### src/hw/rtl/mbmi_pkg.sv
// Package for the multicart bank mapper with cycle IRQ.
// Request codes, bit positions and the result record; no dependencies.
`timescale 1ns / 1ps

package mbmi_pkg;

    typedef enum logic [1:0] {
        REQ_CPU_WRITE = 2'd0,
        REQ_CPU_TICK  = 2'd1,
        REQ_CPU_READ  = 2'd2,
        REQ_PPU       = 2'd3
    } req_t;

    localparam int BANK8K_SHIFT = 13;
    localparam int IRQ_BIT      = 12;

    // Mode latch bits
    localparam int ML_NORMAL   = 3;
    localparam int ML_32K      = 7;
    localparam int ML_16K      = 6;
    localparam int ML_PRG_B0   = 5;
    localparam int ML_HMIRROR  = 2;

    // Register select bits for the $4000-$5FFF window
    localparam int WA_SEL_ON  = 5;
    localparam int WA_SEL_OFF = 6;
    localparam int WA_IRQ_REG = 8;

    localparam logic [2:0] SLOT_WRAM  = 3'd3;
    localparam logic [2:0] SLOT_8000  = 3'd4;
    localparam logic [2:0] SLOT_A000  = 3'd5;
    localparam logic [2:0] SLOT_C000  = 3'd6;
    localparam logic [2:0] REGION_REG = 3'd2;
    localparam logic [2:0] REGION_ML  = 3'd4;

    typedef struct packed {
        logic [16:0] prg_address;
        logic        prg_selected;
        logic [14:0] chr_address;
        logic        ciram_a10;
        logic        irq_active;
    } result_t;

endpackage

### src/hw/rtl/multicart_bank_mapper_irq.sv
// Multicart bank mapper: CPU register writes, cycle IRQ counter, PRG/CHR translation.
// Each accepted request passes through the input register, then one combinational pass into
// the result register; one transaction per cycle sustained while out_stall is low.
// Uses mbmi_pkg. Reset (rst_n, async, active low) clears the mode latch, game bank,
// IRQ enable, cycle counter, IRQ line and both valid flags.
`timescale 1ns / 1ps

module multicart_bank_mapper_irq
(
    input  logic                 clk,
    input  logic                 rst_n,
    input  logic                 in_valid,
    output logic                 in_stall,
    input  mbmi_pkg::req_t       req_type,
    input  logic [15:0]          address,
    input  logic [7:0]           write_data,
    output logic                 out_valid,
    input  logic                 out_stall,
    output logic [16:0]          prg_address,
    output logic                 prg_selected,
    output logic [14:0]          chr_address,
    output logic                 ciram_a10,
    output logic                 irq_active
);
    import mbmi_pkg::*;

    logic        s1_valid_reg;
    req_t        s1_req_reg;
    logic [15:0] s1_addr_reg;
    logic [7:0]  s1_data_reg;
    logic        s1_advance;

    logic        out_valid_reg;
    result_t     out_reg;
    result_t     out_next;

    logic [7:0]  mode_latch_reg;
    logic [7:0]  mode_latch_next;
    logic [3:0]  game_bank_reg;
    logic [3:0]  game_bank_next;
    logic        irq_enable_reg;
    logic        irq_enable_next;
    logic [15:0] cycle_counter_reg;
    logic [15:0] cycle_counter_next;
    logic        irq_line_reg;
    logic        irq_line_next;

    logic [2:0]  slot;
    logic [2:0]  prg_bank16;
    logic [3:0]  prg_bank8;
    logic [15:0] counter_inc;

    assign s1_advance = !out_valid_reg || !out_stall;
    assign in_stall   = s1_valid_reg && !s1_advance;

    always_ff @(posedge clk or negedge rst_n)
    begin
        if (!rst_n)
        begin
            s1_valid_reg <= 1'b0;
        end
        else if (!in_stall)
        begin
            s1_valid_reg <= in_valid;
        end
    end

    always_ff @(posedge clk)
    begin
        if (!in_stall && in_valid)
        begin
            s1_req_reg  <= req_type;
            s1_addr_reg <= address;
            s1_data_reg <= write_data;
        end
    end

    assign slot        = s1_addr_reg[15:13];
    assign prg_bank16  = {mode_latch_reg[ML_NORMAL], mode_latch_reg[ML_32K],
                          mode_latch_reg[ML_PRG_B0]};
    assign counter_inc = 16'(cycle_counter_reg + 16'd1);

    always_comb
    begin
        if (slot == SLOT_WRAM)
        begin
            prg_bank8 = 4'd7;
        end
        else if (mode_latch_reg[ML_NORMAL])
        begin
            if (mode_latch_reg[ML_32K])
            begin
                prg_bank8 = {prg_bank16[2:1], slot[1:0]};
            end
            else if (mode_latch_reg[ML_16K])
            begin
                prg_bank8 = {prg_bank16, slot[0]};
            end
            else
            begin
                prg_bank8 = {prg_bank16, 1'b0};
            end
        end
        else
        begin
            case (slot)
                SLOT_8000: prg_bank8 = 4'd0;
                SLOT_A000: prg_bank8 = 4'd1;
                SLOT_C000: prg_bank8 = {game_bank_reg[3], game_bank_reg[0],
                                        game_bank_reg[2:1]};
                default:   prg_bank8 = 4'd3;
            endcase
        end
    end

    always_comb
    begin
        mode_latch_next    = mode_latch_reg;
        game_bank_next     = game_bank_reg;
        irq_enable_next    = irq_enable_reg;
        cycle_counter_next = cycle_counter_reg;
        irq_line_next      = irq_line_reg;
        out_next           = '0;

        unique case (s1_req_reg)
            REQ_CPU_WRITE:
            begin
                if (slot == REGION_ML)
                begin
                    mode_latch_next = s1_data_reg;
                end
                else if (slot == REGION_REG && s1_addr_reg[WA_SEL_ON]
                         && !s1_addr_reg[WA_SEL_OFF])
                begin
                    if (s1_addr_reg[WA_IRQ_REG])
                    begin
                        irq_enable_next = s1_data_reg[0];
                    end
                    else
                    begin
                        game_bank_next = s1_data_reg[3:0];
                    end
                end
            end
            REQ_CPU_TICK:
            begin
                if (irq_enable_reg)
                begin
                    cycle_counter_next = counter_inc;
                    irq_line_next      = counter_inc[IRQ_BIT];
                end
                else
                begin
                    cycle_counter_next = '0;
                    irq_line_next      = 1'b0;
                end
            end
            REQ_CPU_READ:
            begin
                if (s1_addr_reg[15] || (s1_addr_reg[14] && s1_addr_reg[13]))
                begin
                    out_next.prg_selected = 1'b1;
                    out_next.prg_address  = {prg_bank8, s1_addr_reg[BANK8K_SHIFT-1:0]};
                end
            end
            REQ_PPU:
            begin
                if (!s1_addr_reg[13])
                begin
                    out_next.chr_address = {mode_latch_reg[2:1],
                                            s1_addr_reg[BANK8K_SHIFT-1:0]};
                end
                out_next.ciram_a10 = mode_latch_reg[ML_HMIRROR] ? s1_addr_reg[11]
                                                                : s1_addr_reg[10];
            end
            default:
            begin
            end
        endcase

        out_next.irq_active = irq_line_next;
    end

    always_ff @(posedge clk or negedge rst_n)
    begin
        if (!rst_n)
        begin
            mode_latch_reg    <= '0;
            game_bank_reg     <= '0;
            irq_enable_reg    <= 1'b0;
            cycle_counter_reg <= '0;
            irq_line_reg      <= 1'b0;
            out_valid_reg     <= 1'b0;
        end
        else if (s1_advance)
        begin
            out_valid_reg <= s1_valid_reg;
            if (s1_valid_reg)
            begin
                mode_latch_reg    <= mode_latch_next;
                game_bank_reg     <= game_bank_next;
                irq_enable_reg    <= irq_enable_next;
                cycle_counter_reg <= cycle_counter_next;
                irq_line_reg      <= irq_line_next;
            end
        end
    end

    always_ff @(posedge clk)
    begin
        if (s1_advance && s1_valid_reg)
        begin
            out_reg <= out_next;
        end
    end

    assign out_valid    = out_valid_reg;
    assign prg_address  = out_reg.prg_address;
    assign prg_selected = out_reg.prg_selected;
    assign chr_address  = out_reg.chr_address;
    assign ciram_a10    = out_reg.ciram_a10;
    assign irq_active   = out_reg.irq_active;

endmodule

### config.mk
export PLATFORM = sky130hd
export DESIGN_NAME = multicart_bank_mapper_irq
export DESIGN_NICKNAME = d
export VERILOG_FILES = /design/src/hw/rtl/mbmi_pkg.sv /design/src/hw/rtl/multicart_bank_mapper_irq.sv
export SDC_FILE = /design/constraint.sdc
export NUM_CORES = 1
export LEC_CHECK = 0
export ABC_AREA = 1
export BUFFER_PORTS_ARGS = -buffer_cell sky130_fd_sc_hd__clkbuf_2
export CAP_MARGIN = 20
export CORE_AREA = 2 2 75 91
export DETAILED_ROUTE_END_ITERATION = 8
export DIE_AREA = 0 0 77 93
export PLACE_DENSITY = 0.89
export SLEW_MARGIN = 25
export SYNTH_ARGS = -nofsm -noshare
export SYNTH_HDL_FRONTEND = slang
export SYNTH_SLANG_ARGS = --single-unit
### constraint.sdc
create_clock -name clk -period 3.3 [get_ports clk]
set_clock_uncertainty 0.05 [all_clocks]
set_input_delay 0.66 -clock clk [delete_from_list [all_inputs] [get_ports clk]]
set_output_delay 0.66 -clock clk [all_outputs]
set_load 0.005 [all_outputs]
==> metrics.md, run 1 <==
| Metric | Value |
|---|---|
| Status | `complete, no violations` |
| Layout cell share with drive strength beyond 1 | `0.2720` |
| Final Hold Fails | `0` |
| Post-synth EDFFs | `60` |
| CP max FO | `25` |
| GP Congestion | `0.9596` |
| Clock buffer count from CTS | `9` |
| Critical Path AT | `1.81 ns` |
| Clock slew at reported path FFs | `0.09 ns` |
| Vias in the first global route | `2345` |
| # Post-CTS Setup Buffers | `0` |
| CP Class | `flip-flop to flip-flop` |
| CTS Root Cell | `clkbuf_8` |
| Register area share after synthesis | `0.6899` |
| Leakage | `0.001856 uW` |
| N_diodes | `0` |
| WL final | `6529 um` |
| Synth Register Bits | `87` |
| GRT Util Overall | `0.2003` |
| Fillers | `488` |
| CP delay by family, top | `buffers and inverters` |
| Synth area leaders | `edfxtp_1, dfrtp_1, nand2_1` |
| Post-Syn Instances | `320` |
| Ys async rst share | `0.3103` |
| Vias | `2454` |
| RSZ-0062 raised after global routing | `no` |
| Max-slew violations | `0` |
| CTS Buffer Depth | `2` |
| Clock insertion delay at the later pin of the skew report | `0.36 ns` |
| DIE WIDTH | `77 um` |
| CTS tree | `done` |
| Primary FF master, synth | `edfxtp_1` |
| Most frequent cells after synthesis | `edfxtp_1, nand2_1, nor2_1` |
| Yosys warning count | `0` |
| Synth Area per Inst | `11.22 sq um` |
| Area taken by flip-flops and latches | `2477 sq um` |
| Fin crit share | `0.6130` |
| Most common cell on crit path | `nand2_1` |
| Pwr Density | `532.2 nW/um^2` |
| Total iterations of the first detailed-routing run | `5` |
| Max FFs per register | `17` |
| Setup Viol. Count Final | `0` |
| Area growth, synth to finish | `16.03%` |
| Count leader, synth | `edfxtp_1` |
| DR WL/cell | `13.55 um` |
| Detailed Route Iter0 Violations | `129` |
| # IOs | `67` |
| Area of the multi-input gates | `897.1 sq um` |
| Die H | `93 um` |
| Initial Utilization | `0.5676` |
| CP cell instances | `nand2_1, nor2_1, inv_1, nand2_1, clkinv_1` |
| Worst hold-check path type | `input port to asynchronous set/reset pin` |
| Largest area contributor in the netlist | `edfxtp_1` |
| # port buffers | `65` |
| Type of origin of the critical path | `flip-flop` |
| CTS Hold Bufs | `0` |
| CP bufs+invs | `2` |
| Final Util | `0.6586` |
| Remaining Overflow, GRT | `0` |
| Die Area | `7161 sq um` |
| Site Rows | `32` |
| Slowest Stage Delay on Critical Path | `0.68 ns` |
| Antenna violations before repair | `0` |
| Core region area | `6326 sq um` |
| Max VDD drop | `0.3269 mV` |
| First-pass GRT wire length | `10780 um` |
| Fmax | `494.3 MHz` |
| Slew HR | `0.4220` |
| Post-route DRC | `0` |
| Cell variety after synth | `25` |
| Post-CTS Resized | `0` |
| DP HPWL | `4604 um` |
| Clock sinks | `87` |
| Total number of H-tree levels | `3` |
| Final antenna-violating net count | `0` |
| Critical-path top delay cell | `clkinv_1` |
| Setup TNS Final | `0 ns` |
| CP Capture Type | `flip-flop` |
| Largest net degree at the start of global routing | `37` |
| Max-Cap Viols | `0` |
| Vias per cell | `5.091` |
| Nets | `423` |
| Syn Std Cell Area | `3591 sq um` |
| Tmin final | `2.023 ns` |
| Yosys top cell area share | `0.5017` |
| Worst-Margin Slew | `0.8617 ns` |
| Net Count, Synth | `351` |
| WP data required | `3.09 ns` |
cells in the final DEF (no fill, tap or decap), drive strengths merged:
master	n
clkbuf	75
a31oi	3
ha	1
inv	48
nor2	53
clkinvlp	2
clkinv	2
nand4	11
a21oi	7
buf	1
dfrtp	27
nor3	2
o21ai	18
nand2	65
nand3	19
a21o	1
edfxtp	60
o211ai	2
cell families (layout without fill, tap and decap cells):
group	count (synthesis)	in the layout	share of synthesized area
AND/OR/NAND/NOR	150	150	0.1916
flip-flops	87	87	0.6899
buffers and inverters	51	128	0.06028
AO/OA/AOI/OAI	31	31	0.05470
adder cells (fa/ha/maj)	1	1	0.003484
metrics by stage:
step | setup slack (ns) | std cells | hold slack [ns] | cell area (sq um) | power [uW]
6_report | 1.277 | 482 | 0.2716 | 4167 | 2217
5_1_grt | 1.002 | 482 | 0.3182 | 4167 | 2310
4_1_cts | 1.403 | 482 | 0.2900 | 4167 | 2229
3_5_place_dp | 1.065 | 466 | 0.4281 | 3986 | 1568
3_3_place_gp | 1.148 | 466 | 0.4171 | 3986 | 1553
2_1_floorplan | 1.349 | 320 | 0.3144 | 3591 | 1465
worst paths after layout:
check	endpoint	from	slack, ns	cells past startpoint
max in group asynchronous	irq_line_reg$_DFFE_PN0P_	rst_n	2.49	1
max	s1_addr_reg[12]$_DFFE_PP_	out_valid$_DFFE_PN0N_	1.28	5
min reg2reg	game_bank_reg[1]$_DFFE_PN0P_	game_bank_reg[1]$_DFFE_PN0P_	0.46	2
min	cycle_counter_reg[9]$_DFFE_PN0P_	rst_n	0.27	1
max reg2reg	s1_addr_reg[12]$_DFFE_PP_	out_valid$_DFFE_PN0N_	1.28	5
min in group clk	s1_data_reg[6]$_DFFE_PP_	write_data[6]	0.41	1
report_power, final:
part	switching, uW	internal [uW]
combinational	139	79.1
sequential	48.7	1280
clock	388	285
area by class of cell:
type	count	area share
clock buffer	10	0.03063
clock inverter	6	0.01261
inverter	46	0.04144
multi-input combinational	182	0.2153
sequential	87	0.5946
tap	85	0.02553
timing repair buffer	66	0.07988
metal layers:
layer / GRT usage / vias up / wire length, um
li1: - / 1207 / -
met1: 0.2357 / 1146 / 2539
met2: 0.3421 / 91 / 3480
met3: 0.04440 / 10 / 379
met4: 0.1131 / 0 / 131
met5: 0 / - / 0
Power figures use the tool's default switching activity.
==> inputs of run 2 (changes only) <==
--- a/config.mk
+++ b/config.mk
@@ -8,10 +8,10 @@
 export ABC_AREA = 1
 export BUFFER_PORTS_ARGS = -buffer_cell sky130_fd_sc_hd__clkbuf_2
 export CAP_MARGIN = 20
-export CORE_AREA = 2 2 75 91
+export CORE_AREA = 2 2 82 99
 export DETAILED_ROUTE_END_ITERATION = 8
-export DIE_AREA = 0 0 77 93
-export PLACE_DENSITY = 0.89
+export DIE_AREA = 0 0 84 101
+export PLACE_DENSITY = 0.8
 export SLEW_MARGIN = 25
 export SYNTH_ARGS = -nofsm -noshare
 export SYNTH_HDL_FRONTEND = slang
==> constraint.sdc (replaced) <==
create_clock -name clk -period 1.8 [get_ports clk]
set_clock_uncertainty 0.05 [all_clocks]
set_input_delay 0.36 -clock clk [delete_from_list [all_inputs] [get_ports clk]]
set_output_delay 0.36 -clock clk [all_outputs]
set_load 0.005 [all_outputs]
==> metrics.md, run 2 (synthesized netlist as in run 1, its figures left out) <==
| Metric | Value |
|---|---|
| WP data required | `1.86 ns` |
| Site Rows | `35` |
| DP HPWL | `4836 um` |
| CP delay by family, top | `simple AND/OR/NAND/NOR gates` |
| Met3 Track Usage GR | `0.02867` |
| Leakage | `0.001898 uW` |
| Clock slew at reported path FFs | `0.09 ns` |
| Fin crit share | `0.9064` |
| Slowest Stage Delay on Critical Path | `0.45 ns` |
| # Post-CTS Setup Buffers | `0` |
| Clock buffer count from CTS | `9` |
| Setup slack at placement | `0.1983 ns` |
| Vias per cell | `4.875` |
| Max FFs per register | `17` |
| GRT Util Overall | `0.1688` |
| DR WL/cell | `13.25 um` |
| Clock sinks | `87` |
| Area growth, synth to finish | `18.19%` |
| Fillers | `649` |
| # IOs | `67` |
| Worst hold-check path type | `input port to flip-flop` |
| Die H | `101 um` |
| N_diodes | `0` |
| Status | `complete, no violations` |
| GP Congestion | `0.8543` |
| Max-Cap Viols | `0` |
| Max VDD drop | `0.4439 mV` |
| First-pass GRT wire length | `10920 um` |
| # port buffers | `65` |
| Worst setup margin | `0.1684 ns` |
| Nets | `429` |
| Reg-to-Reg Start | `cycle_counter_reg[0]$_DFFE_PN0P_` |
| Layout cell share with drive strength beyond 1 | `0.2779` |
| Detailed Route Iter0 Violations | `182` |
| Met1 Resource Use GR | `0.1980` |
| R2R setup slack | `0.17 ns` |
| Hold Crit Start | `write_data[3]` |
| Slew HR | `0.5722` |
| Vias in the first global route | `2403` |
| R2R cell count | `6` |
| Total iterations of the first detailed-routing run | `4` |
| Clock insertion delay at the later pin of the skew report | `0.36 ns` |
| CP bufs+invs | `0` |
| CTS Buffer Depth | `2` |
| Commonest non-fill, non-tap cell in the layout | `clkbuf_2` |
| Antenna violations before repair | `0` |
| Tmin final | `1.632 ns` |
| RSZ-0062 raised after global routing | `no` |
| Critical-path top delay cell | `dfrtp_1` |
| Top Usage Layer GRT | `met2` |
| Final antenna-violating net count | `0` |
| CP cell instances | `ha_1, nand2_1, nor2_1, nand3_1, nand3_1, nand2_1` |
| Fmax | `612.9 MHz` |
| Min-Delay Endpoint | `s1_data_reg[3]$_DFFE_PP_` |
| Core region area | `7576 sq um` |
| CTS tree | `done` |
| Total power | `4081 uW` |
| Most frequent cells in the layout | `clkbuf_2, edfxtp_1, nand2_1, nor2_1, inv_1` |
| Die Area | `8484 sq um` |
| Reg2reg end | `irq_active$_DFFE_PP_` |
| Pwr Density | `961.5 nW/um^2` |
| Initial Utilization | `0.4740` |
| CTS Root Cell | `clkbuf_8` |
| DIE WIDTH | `84 um` |
| CP Capture Type | `flip-flop` |
| WL final | `6557 um` |
| Total number of H-tree levels | `3` |
| CP Class | `flip-flop to flip-flop` |
| Largest net degree at the start of global routing | `28` |
| CP max FO | `6` |
| Remaining Overflow, GRT | `0` |
| Met2 usage | `0.2825` |
| Max-slew violations | `0` |
| Type of origin of the critical path | `flip-flop` |
| Worst-Margin Slew | `0.6418 ns` |
| Post-route DRC | `0` |
| Critical Path AT | `1.69 ns` |
| Setup Viol. Count Final | `0` |
| Vias | `2413` |
| Setup TNS Final | `0 ns` |
| Final Hold Fails | `0` |
| Depth of the worst hold-timing path | `1` |
run 2: cell types whose count changed in the layout (fill, tap and decap cells not counted), sizes merged:
cell / before / now
dlygate4sd3: 0 / 1
clkbuf: 75 / 74
clkinvlp: 2 / 1
buf: 1 / 6
inv: 48 / 50
run 2: final cells by class:
type / instances / area [sq um] / share of cell area
sequential: 87 / 2477 / 0.5837
multi-input combinational: 182 / 897.1 / 0.2114
timing repair buffer: 72 / 405.4 / 0.09552
inverter: 46 / 172.7 / 0.04068
clock buffer: 9 / 123.9 / 0.02919
tap: 92 / 115.1 / 0.02712
clock inverter: 7 / 52.55 / 0.01238
run 2: layer usage:
layer  share of wire  up-vias
met5               0        -
met4           0.042        0
met3           0.041       22
met2            0.51       67
met1            0.41     1106
li1                -     1218
run 2: metrics by stage:
step                      cell area, sq um  hold WS [ns]    util  instances
after floorplan                       3591       0.01441       -        320
after global placement                4058        0.3643  0.5356        478
after detailed placement              4058        0.3631  0.5356        478
after CTS                             4244        0.1040  0.5602        495
after global routing                  4244        0.1026  0.5602        495
final                                 4244        0.1222  0.5602        495
run 2: worst reg2reg max path, delay by kind of cell, from the launching register on:
family	cells	cell delay, ns
adder cells (fa/ha/maj)	1	0.31
AND/OR/NAND/NOR	5	0.59
flip-flops	1	0.45
run 2: worst max path at each step:
stage                                                 from                       endpoint  slack (ns)  cells past startpoint
after floorplan                      out_valid$_DFFE_PN0N_  mode_latch_reg[3]$_DFFE_PN0P_        0.13                      7
after global placement    cycle_counter_reg[0]$_DFFE_PN0P_           irq_active$_DFFE_PP_        0.28                      6
after detailed placement  cycle_counter_reg[0]$_DFFE_PN0P_           irq_active$_DFFE_PP_        0.20                      6
after CTS                 cycle_counter_reg[0]$_DFFE_PN0P_           irq_active$_DFFE_PP_        0.17                      6
after global routing      cycle_counter_reg[0]$_DFFE_PN0P_           irq_active$_DFFE_PP_        0.03                      6
final                     cycle_counter_reg[0]$_DFFE_PN0P_           irq_active$_DFFE_PP_        0.17                      6
run 2: where the power goes:
| part | total [uW] | internal (uW) | switching, uW | leakage, uW |
|---|---|---|---|---|
| clock network | 1230 | 516 | 710 | 0.0000876 |
| logic | 433 | 171 | 261 | 0.000856 |
| registers | 2420 | 2340 | 83.3 | 0.000954 |
run 2: what timing repair did:
action	CTS	global route
resized for setup	0	0
setup endpoints to repair	0	0
hold buffers	1	0
hold endpoints to repair	27	0
